`config.mk`:
```
export PLATFORM = sky130hd
export DESIGN_NAME = bcd_add_multiply_unit_top
export DESIGN_NICKNAME = d
export VERILOG_FILES = /design/src/bamu_pkg.sv /design/src/bcd_add_multiply_unit_top.sv /design/src/bamu_ctrl.sv /design/src/bamu_dpath.sv
export SDC_FILE = /design/constraint.sdc
export NUM_CORES = 2
export LEC_CHECK = 0
export BUFFER_PORTS_ARGS = -buffer_cell sky130_fd_sc_hd__buf_2
export CAP_MARGIN = 20
export CORE_AREA = 3 3 388 390
export DETAILED_ROUTE_END_ITERATION = 6
export DIE_AREA = 0 0 391 393
export GPL_ROUTABILITY_DRIVEN = 0
export PLACE_DENSITY = 0.6
export SETUP_SLACK_MARGIN = 0.05
export SLEW_MARGIN = 25
export SYNTH_ARGS = -nofsm -noshare
export SYNTH_HDL_FRONTEND = slang
export SYNTH_HIERARCHICAL = 1
export SYNTH_SLANG_ARGS = --single-unit
```
`constraint.sdc`:
```
create_clock -name aclk -period 8.7 [get_ports aclk]
set_input_delay 0.87 -clock aclk [delete_from_list [all_inputs] [get_ports aclk]]
set_output_delay 0.87 -clock aclk [all_outputs]
set_load 0.01 [all_outputs]
```
`src/bamu_pkg.sv`:
```
// Package for the decimal add / multiply unit.
// Shared constants, controller state type and controller/datapath interface structs.
// No dependencies.
package bamu_pkg;

    localparam int IO_DIGITS      = 30;
    localparam int HALF_DIGITS    = 15;
    localparam int HALF_W         = 4 * HALF_DIGITS;
    localparam int IO_W           = 4 * IO_DIGITS;
    localparam int DIGITS_DEFAULT = 30;

    // column sum: at most 30 products of 81 -> 2430, fits 12 bits
    localparam int ACC_W          = 12;
    // carry out of a column sum stays below 512
    localparam int CARRY_W        = 9;
    // floor(v / 10) == (v * 3277) >> 15 for every v below 4096
    localparam int RECIP          = 3277;
    localparam int RECIP_SHIFT    = 15;
    localparam int RECIP_PROD_W   = 2 * ACC_W;

    localparam logic [3:0] MAX_DIGIT = 4'd9;

    typedef enum logic [1:0] {
        S_IDLE,
        S_RUN,
        S_FINISH
    } bamu_state_t;

    typedef struct packed {
        logic load;
        logic acc_en;
        logic norm_en;
        logic out_load;
    } bamu_cmd_t;

    typedef struct packed {
        logic bad;
    } bamu_status_t;

endpackage

```
`src/bcd_add_multiply_unit_top.sv`:
```
// Top level of the decimal add / multiply unit (packed BCD, up to 30 digits).
// Instantiates bamu_ctrl and bamu_dpath; depends on bamu_pkg.
//
//   channel | prefix | direction | beat contents
//   --------+--------+-----------+---------------------------------------------
//   input   | s_     | in        | operation, a_high, a_low, b_high, b_low
//   result  | m_     | out       | result_high, result_low, overflow, bad_digit
//
// One beat at a time: an accepted beat passes through the accept cycle, W multiplier-digit
// steps (W = min(DIGITS, 30)), one trailing normalizer step and the finish cycle;
// m_valid is registered from the result load in the finish cycle.
// A beat with a bad digit leaves the digit loop at its first step and goes to the finish cycle.
// The result sits in an output register; a new beat is taken while it waits.
// A stalled result holds the unit in its finish state until m_ready.
// Reset (aresetn low at a clock edge) empties the unit and drops m_valid.
module bcd_add_multiply_unit_top #(
    parameter int DIGITS = bamu_pkg::DIGITS_DEFAULT
) (
    input  logic                        aclk,
    input  logic                        aresetn,
    input  logic                        s_valid,
    output logic                        s_ready,
    input  logic                        s_operation,
    input  logic [bamu_pkg::HALF_W-1:0] s_a_high,
    input  logic [bamu_pkg::HALF_W-1:0] s_a_low,
    input  logic [bamu_pkg::HALF_W-1:0] s_b_high,
    input  logic [bamu_pkg::HALF_W-1:0] s_b_low,
    output logic                        m_valid,
    input  logic                        m_ready,
    output logic [bamu_pkg::HALF_W-1:0] m_result_high,
    output logic [bamu_pkg::HALF_W-1:0] m_result_low,
    output logic                        m_overflow,
    output logic                        m_bad_digit
);
    import bamu_pkg::*;

    bamu_cmd_t    cmd;
    bamu_status_t status;

    bamu_ctrl #(
        .DIGITS (DIGITS)
    ) u_ctrl (
        .aclk    (aclk),
        .aresetn (aresetn),
        .s_valid (s_valid),
        .s_ready (s_ready),
        .m_valid (m_valid),
        .m_ready (m_ready),
        .status  (status),
        .cmd     (cmd)
    );

    bamu_dpath #(
        .DIGITS (DIGITS)
    ) u_dpath (
        .aclk        (aclk),
        .cmd         (cmd),
        .status      (status),
        .operation   (s_operation),
        .a_high      (s_a_high),
        .a_low       (s_a_low),
        .b_high      (s_b_high),
        .b_low       (s_b_low),
        .result_high (m_result_high),
        .result_low  (m_result_low),
        .overflow    (m_overflow),
        .bad_digit   (m_bad_digit)
    );

`ifndef SYNTHESIS
    a_bad_zero: assert property (@(posedge aclk) disable iff (!aresetn)
        m_valid && m_bad_digit |-> m_result_high == '0 && m_result_low == '0 && !m_overflow)
        else $error("bad digit result not cleared");

    a_one_beat: assert property (@(posedge aclk) disable iff (!aresetn)
        s_valid && s_ready |=> !s_ready)
        else $error("input taken while a beat is in flight");

    a_load_idle: assert property (@(posedge aclk) disable iff (!aresetn)
        cmd.load |-> !cmd.acc_en && !cmd.norm_en && !cmd.out_load)
        else $error("load overlaps a datapath step");

    a_out_load: assert property (@(posedge aclk) disable iff (!aresetn)
        cmd.out_load |=> m_valid)
        else $error("result load did not raise m_valid");
`endif

endmodule

```
`src/bamu_ctrl.sv`:
```
// Controller for the decimal add / multiply unit.
// Sequences load, digit steps and result hand-off; drives bamu_dpath through bamu_cmd_t.
// Depends on bamu_pkg.
module bamu_ctrl #(
    parameter int DIGITS = bamu_pkg::DIGITS_DEFAULT
) (
    input  logic                  aclk,
    input  logic                  aresetn,
    input  logic                  s_valid,
    output logic                  s_ready,
    output logic                  m_valid,
    input  logic                  m_ready,
    input  bamu_pkg::bamu_status_t status,
    output bamu_pkg::bamu_cmd_t    cmd
);
    import bamu_pkg::*;

    localparam int W     = (DIGITS < IO_DIGITS) ? DIGITS : IO_DIGITS;
    localparam int CNT_W = $clog2(W + 1);
    localparam logic [CNT_W-1:0] LAST_STEP = CNT_W'(W);

    bamu_state_t      state_reg, state_next;
    logic [CNT_W-1:0] cnt_reg, cnt_next;
    logic             out_valid_reg, out_valid_next;

    always_comb begin
        state_next = state_reg;
        unique case (state_reg)
            S_IDLE: begin
                if (s_valid) state_next = S_RUN;
            end
            S_RUN: begin
                if (status.bad || cnt_reg == LAST_STEP) state_next = S_FINISH;
            end
            S_FINISH: begin
                if (!out_valid_reg || m_ready) state_next = S_IDLE;
            end
            default: state_next = S_IDLE;
        endcase
    end

    always_comb begin
        s_ready      = 1'b0;
        cmd.load     = 1'b0;
        cmd.acc_en   = 1'b0;
        cmd.norm_en  = 1'b0;
        cmd.out_load = 1'b0;
        unique case (state_reg)
            S_IDLE: begin
                s_ready  = 1'b1;
                cmd.load = s_valid;
            end
            S_RUN: begin
                cmd.acc_en  = (cnt_reg != LAST_STEP);
                cmd.norm_en = (cnt_reg != '0);
            end
            S_FINISH: begin
                cmd.out_load = !out_valid_reg || m_ready;
            end
            default: ;
        endcase
    end

    always_comb begin
        cnt_next = cnt_reg;
        if (cmd.load) begin
            cnt_next = '0;
        end else if (state_reg == S_RUN && cnt_reg != LAST_STEP) begin
            cnt_next = cnt_reg + 1'b1;
        end
    end

    always_comb begin
        out_valid_next = out_valid_reg;
        if (cmd.out_load) begin
            out_valid_next = 1'b1;
        end else if (m_ready) begin
            out_valid_next = 1'b0;
        end
    end

    assign m_valid = out_valid_reg;

    always_ff @(posedge aclk) begin
        if (!aresetn) begin
            state_reg     <= S_IDLE;
            cnt_reg       <= '0;
            out_valid_reg <= 1'b0;
        end else begin
            state_reg     <= state_next;
            cnt_reg       <= cnt_next;
            out_valid_reg <= out_valid_next;
        end
    end

endmodule

```
`src/bamu_dpath.sv`:
```
// Datapath for the decimal add / multiply unit.
// Column accumulator window, one multiplier digit per step, serial carry normalizer
// and result registers. Depends on bamu_pkg.
module bamu_dpath #(
    parameter int DIGITS = bamu_pkg::DIGITS_DEFAULT
) (
    input  logic                          aclk,
    input  bamu_pkg::bamu_cmd_t           cmd,
    output bamu_pkg::bamu_status_t        status,
    input  logic                          operation,
    input  logic [bamu_pkg::HALF_W-1:0]   a_high,
    input  logic [bamu_pkg::HALF_W-1:0]   a_low,
    input  logic [bamu_pkg::HALF_W-1:0]   b_high,
    input  logic [bamu_pkg::HALF_W-1:0]   b_low,
    output logic [bamu_pkg::HALF_W-1:0]   result_high,
    output logic [bamu_pkg::HALF_W-1:0]   result_low,
    output logic                          overflow,
    output logic                          bad_digit
);
    import bamu_pkg::*;

    localparam int W = (DIGITS < IO_DIGITS) ? DIGITS : IO_DIGITS;

    logic [3:0]         a_reg    [W];
    logic [3:0]         a_next   [W];
    logic [3:0]         b_reg    [W];
    logic [3:0]         b_next   [W];
    logic [ACC_W-1:0]   win_reg  [W];
    logic [ACC_W-1:0]   win_next [W];
    logic [3:0]         res_reg  [W];
    logic [3:0]         res_next [W];
    logic [ACC_W-1:0]   emit_reg, emit_next;
    logic [CARRY_W-1:0] carry_reg, carry_next;
    logic               op_reg, op_next;
    logic               bad_reg, bad_next;

    logic [HALF_W-1:0]  rh_reg, rh_next;
    logic [HALF_W-1:0]  rl_reg, rl_next;
    logic               ovf_reg, ovf_next;
    logic               badout_reg, badout_next;

    logic [IO_W-1:0]         in_a, in_b;
    logic                    in_bad;
    logic [ACC_W-1:0]        term [W];
    logic [ACC_W-1:0]        col  [W];
    logic [7:0]              prod;
    logic [ACC_W-1:0]        v;
    logic [RECIP_PROD_W-1:0] recip;
    logic [CARRY_W-1:0]      q;
    logic [ACC_W-1:0]        rem;
    logic                    high_nz;
    logic [IO_W-1:0]         res_full;

    // operand unpack and digit check
    always_comb begin
        in_a   = {a_high, a_low};
        in_b   = {b_high, b_low};
        in_bad = 1'b0;
        for (int i = 0; i < W; i++) begin
            if (in_a[4*i +: 4] > MAX_DIGIT || in_b[4*i +: 4] > MAX_DIGIT) in_bad = 1'b1;
        end
    end

    // column terms for this step
    always_comb begin
        prod = '0;
        for (int i = 0; i < W; i++) begin
            prod = 8'(a_reg[i]) * 8'(b_reg[0]);
            if (op_reg) begin
                term[i] = ACC_W'(prod);
            end else if (i == 0) begin
                term[i] = ACC_W'(a_reg[0]) + ACC_W'(b_reg[0]);
            end else begin
                term[i] = '0;
            end
            col[i] = win_reg[i] + term[i];
        end
    end

    // carry normalizer: v / 10 by reciprocal
    always_comb begin
        v     = emit_reg + ACC_W'(carry_reg);
        recip = RECIP_PROD_W'(v) * RECIP_PROD_W'(RECIP);
        q     = recip[RECIP_SHIFT +: CARRY_W];
        rem   = v - ((ACC_W'(q) << 3) + (ACC_W'(q) << 1));
    end

    always_comb begin
        high_nz  = 1'b0;
        res_full = '0;
        for (int i = 0; i < W; i++) begin
            if (win_reg[i] != '0) high_nz = 1'b1;
            res_full[4*i +: 4] = res_reg[i];
        end
    end

    always_comb begin
        op_next    = op_reg;
        bad_next   = bad_reg;
        emit_next  = emit_reg;
        carry_next = carry_reg;
        for (int i = 0; i < W; i++) begin
            a_next[i]   = a_reg[i];
            b_next[i]   = b_reg[i];
            win_next[i] = win_reg[i];
            res_next[i] = res_reg[i];
        end
        if (cmd.load) begin
            op_next    = operation;
            bad_next   = in_bad;
            emit_next  = '0;
            carry_next = '0;
            for (int i = 0; i < W; i++) begin
                a_next[i]   = in_a[4*i +: 4];
                b_next[i]   = in_b[4*i +: 4];
                win_next[i] = '0;
                res_next[i] = '0;
            end
        end else begin
            if (cmd.acc_en) begin
                emit_next = col[0];
                for (int i = 0; i < W; i++) begin
                    if (i < W - 1) begin
                        win_next[i] = col[i+1];
                        b_next[i]   = b_reg[i+1];
                        if (!op_reg) a_next[i] = a_reg[i+1];
                    end else begin
                        win_next[i] = '0;
                        b_next[i]   = '0;
                        if (!op_reg) a_next[i] = '0;
                    end
                end
            end
            if (cmd.norm_en) begin
                carry_next = q;
                for (int i = 0; i < W; i++) begin
                    res_next[i] = (i < W - 1) ? res_reg[i+1] : rem[3:0];
                end
            end
        end
    end

    always_comb begin
        rh_next     = rh_reg;
        rl_next     = rl_reg;
        ovf_next    = ovf_reg;
        badout_next = badout_reg;
        if (cmd.out_load) begin
            badout_next = bad_reg;
            if (bad_reg) begin
                rh_next  = '0;
                rl_next  = '0;
                ovf_next = 1'b0;
            end else begin
                rh_next  = res_full[IO_W-1:HALF_W];
                rl_next  = res_full[HALF_W-1:0];
                ovf_next = (carry_reg != '0) || high_nz;
            end
        end
    end

    always_ff @(posedge aclk) begin
        op_reg     <= op_next;
        bad_reg    <= bad_next;
        emit_reg   <= emit_next;
        carry_reg  <= carry_next;
        rh_reg     <= rh_next;
        rl_reg     <= rl_next;
        ovf_reg    <= ovf_next;
        badout_reg <= badout_next;
        for (int i = 0; i < W; i++) begin
            a_reg[i]   <= a_next[i];
            b_reg[i]   <= b_next[i];
            win_reg[i] <= win_next[i];
            res_reg[i] <= res_next[i];
        end
    end

    assign status.bad  = bad_reg;
    assign result_high = rh_reg;
    assign result_low  = rl_reg;
    assign overflow    = ovf_reg;
    assign bad_digit   = badout_reg;

endmodule
```
==> results by group <==
Worst setup path
  – CP endpoint kind: register
  – CP delay by family, top: adder cells
  – Critical path class: register to register
  – WP buf/inv: 3
  – CP max FO: 5
  – Slowest CP cell: xnor2_1
  – CP most frequent cell: fa_1
  – Worst Reg2Reg Path Length in Cells: 29
  – CP startpoint kind: register
  – Crit path DAT: roughly 8.2 ns
  – Worst Path Required: between 9 and 10 ns
  – Biggest cell delay along the critical path: around 0.55 ns
  – Critical Path Stages: 29

Yosys
  – Syn Inst Count: around 6200
  – Post-synthesis mux area share: approximately 7%
  – Synth cell types: 63
  – Largest family of logic cells by synthesized area: adder cells
  – Area leader, netlist: edfxtp_1
  – Top cell type's share of synthesized area: 18.6%
  – Post-synth EDFFs: about 360
  – Compound-Gate Fraction of Synth Area: 10.5%
  – Avg Cell Area, Syn: ~9.5 um^2
  – Synthesized cell area: 58800 um^2
  – Sequential element share of the synthesized area: between 30% and 40%
  – Async SR Flop Fraction: 0%
  – Post-synthesis simple-gate area fraction: approximately 16%
  – Adder-cell share of the synthesized area: 21.2%
  – Synth warn: 6
  – Synth top area cells: edfxtp_1, dfxtp_1, ha_1
  – XOR/XNOR share of the synthesized area: ~4.3%
  – Ys flop type: dfxtp_1
  – FF+latch count, synth: 851
  – Syn nets: ~7300

Layout
  – Final Util: between 40% and 50%
  – Final net count: about 7600
  – Final Non-Filler Cells: between 8000 and 9000
  – Share of cells above drive strength 1: approximately an eighth
  – Max reg flops: 338
  – P&R area growth vs syn: 12.4%
  – Final Cell Area: ~66000 um^2

GRT
  – Global route overflow: 0
  – GRT Overall Usage: between 10% and 20%
  – Initial antenna violation count: 20
  – Vias in the first global route: about 43000
  – Largest net degree at the start of global routing: 166
  – Wire length of the first global-routing pass: between 200000 and 250000 um

CTS
  – # hold bufs at CTS: 0
  – Root buf cell: clkbuf_16
  – Clk buf depth: 3
  – Clk_lat worst skew: just over 0.7 ns
  – Htree depth: 3
  – Num CTS Buffers: 100
  – Clock sinks: roughly 850
  – CTS tree: yes
  – Setup repair bufs after CTS: 0
  – Clk slew on worst S/H paths: ~0.06 ns
  – Post_cts resized: 0

Floorplan
  – Cell Rows: between 100 and 150
  – Die Y: ~390 um
  – Die Area: between 150000 and 200000 um^2
  – Initial Util: about two fifths
  – Core box area: between 100000 and 150000 um^2
  – Top Ports: between 300 and 400
  – Chip width: approximately 390 um

Timing
  – Final Hold Viols: 0
  – Worst setup margin: 1.12 ns
  – Period utilisation layout: between 80% and 90%
  – Min Hold Slack: roughly 0.34 ns
  – Max-slew headroom: 29.5%
  – Max Slew Vio Count: 0
  – Max Clock Freq: around 130 MHz
  – Least-Margin Pin Slew: approximately 1.1 ns
  – Final min period: about 7.6 ns
  – Finish-stage setup viols: 0
  – TNS Setup: 0 ns
  – RSZ-0062 raised after global routing: false
  – Final setup skew: 0.0600 ns

Routing
  – # DRC: 0
  – Via density: ~5.2
  – Routed length per instance: approximately 18 um
  – Routed via count: roughly 44000
  – DR iter-0 viols: between 2000 and 2500
  – Post-Route WL: around 150000 um
  – Post-route ant nets: 0
  – 1st-pass router iterations: 5

Min path
  – Hold Path Depth: 1
  – Hold crit path type: primary input to register

Flow run
  – Max-cap violations: 0

Placed design
  – HPWL Detailed: 111000 um
  – I/O Buffers: approximately 370
  – Setup WS pre-CTS: roughly 1.1 ns
  – Placed cells: between 8000 and 9000
  – DP Area: approximately 63000 um^2

Power and ir drop
  – Tot Pwr: 16.1 mW
  – Pleak: ~30 nW
  – PD cells: 244 nW/um^2
  – Peak VDD IR: approximately 0.17 mV

Run status
  – Status: finished clean
final timing paths:
check / start / endpoint / slack (ns)
setup reg to reg: u_dpath/carry_reg[0] / u_dpath/res_reg[1][55] / 1.12
hold / removal: s_operation / u_dpath/op_reg / 0.34
hold reg to reg: u_dpath/emit_reg[8] / u_dpath/emit_reg[8] / 0.46
setup / recovery: u_dpath/carry_reg[0] / u_dpath/res_reg[1][55] / 1.12
cells in the mapped netlist, types with 31 or more instances:
cell type,number
xnor2_1,114
xor2_1,174
and3_1,31
dfxtp_1,487
clkbuf_1,226
nand3_1,99
nor3b_1,47
fa_1,189
o21ai_0,343
mux2i_1,158
nand4_1,39
nor3_1,34
mux2_2,235
a21o_1,148
nand2_1,577
nor4_1,93
inv_1,573
ha_1,696
and2_1,277
edfxtp_1,364
nor2b_1,179
nand2b_1,36
nor2_1,489
a211oi_1,39
a21oi_1,283
layer usage:
layer | wire length, um | vias up | global-route usage, %
met1 | 72900 | 21000 | 27.4
li1 | - | 21900 | -
met4 | 3050 | 14 | 4.17
met2 | 67000 | 930 | 31.0
met3 | 7860 | 196 | 3.33
met5 | 96 | - | 0
layout make-up:
cell class	count	area, um^2
clock inverter	58	823
inverter	574	2170
antenna	5	12.5
timing repair buffer	400	2170
multi-input combinational	4540	35100
fill	14200	81400
tap	1930	2410
clock buffer	131	2760
sequential	851	20700
power by group:
part	internal, mW	switching, mW
logic	2.73	3.62
registers	4.73	0.480
clock network	2.78	1.80
layout by cell type (no fill, tap or decap), types with 31 or more instances in the layout:
cell type | synthesis | routed
nand3_1 | 99 | 99
ha_1 | 696 | 696
a211oi_1 | 39 | 39
fa_1 | 189 | 189
and3_1 | 31 | 31
nor3_1 | 34 | 34
inv_1 | 573 | 570
edfxtp_1 | 364 | 364
nor3b_1 | 47 | 47
mux2i_1 | 158 | 158
nor2b_1 | 179 | 179
buf_2 | 1 | 368
nor4_1 | 93 | 93
dfxtp_1 | 487 | 487
nor2_1 | 489 | 484
nand2_1 | 577 | 577
clkbuf_16 | 0 | 103
xor2_1 | 174 | 174
mux2_2 | 235 | 235
nand4_1 | 39 | 39
xnor2_1 | 114 | 114
a21o_1 | 148 | 147
and2_1 | 277 | 277
a21oi_1 | 283 | 283
o21ai_0 | 343 | 342
nand2b_1 | 36 | 35
cells by family after synthesis:
family	count (synthesis)
simple gates	1970
xor+xnor	289
compound gates	1003
fa+ha+maj	885
mux	393
flops	851
buf+inv	822
(Power assumes the default switching activity.)
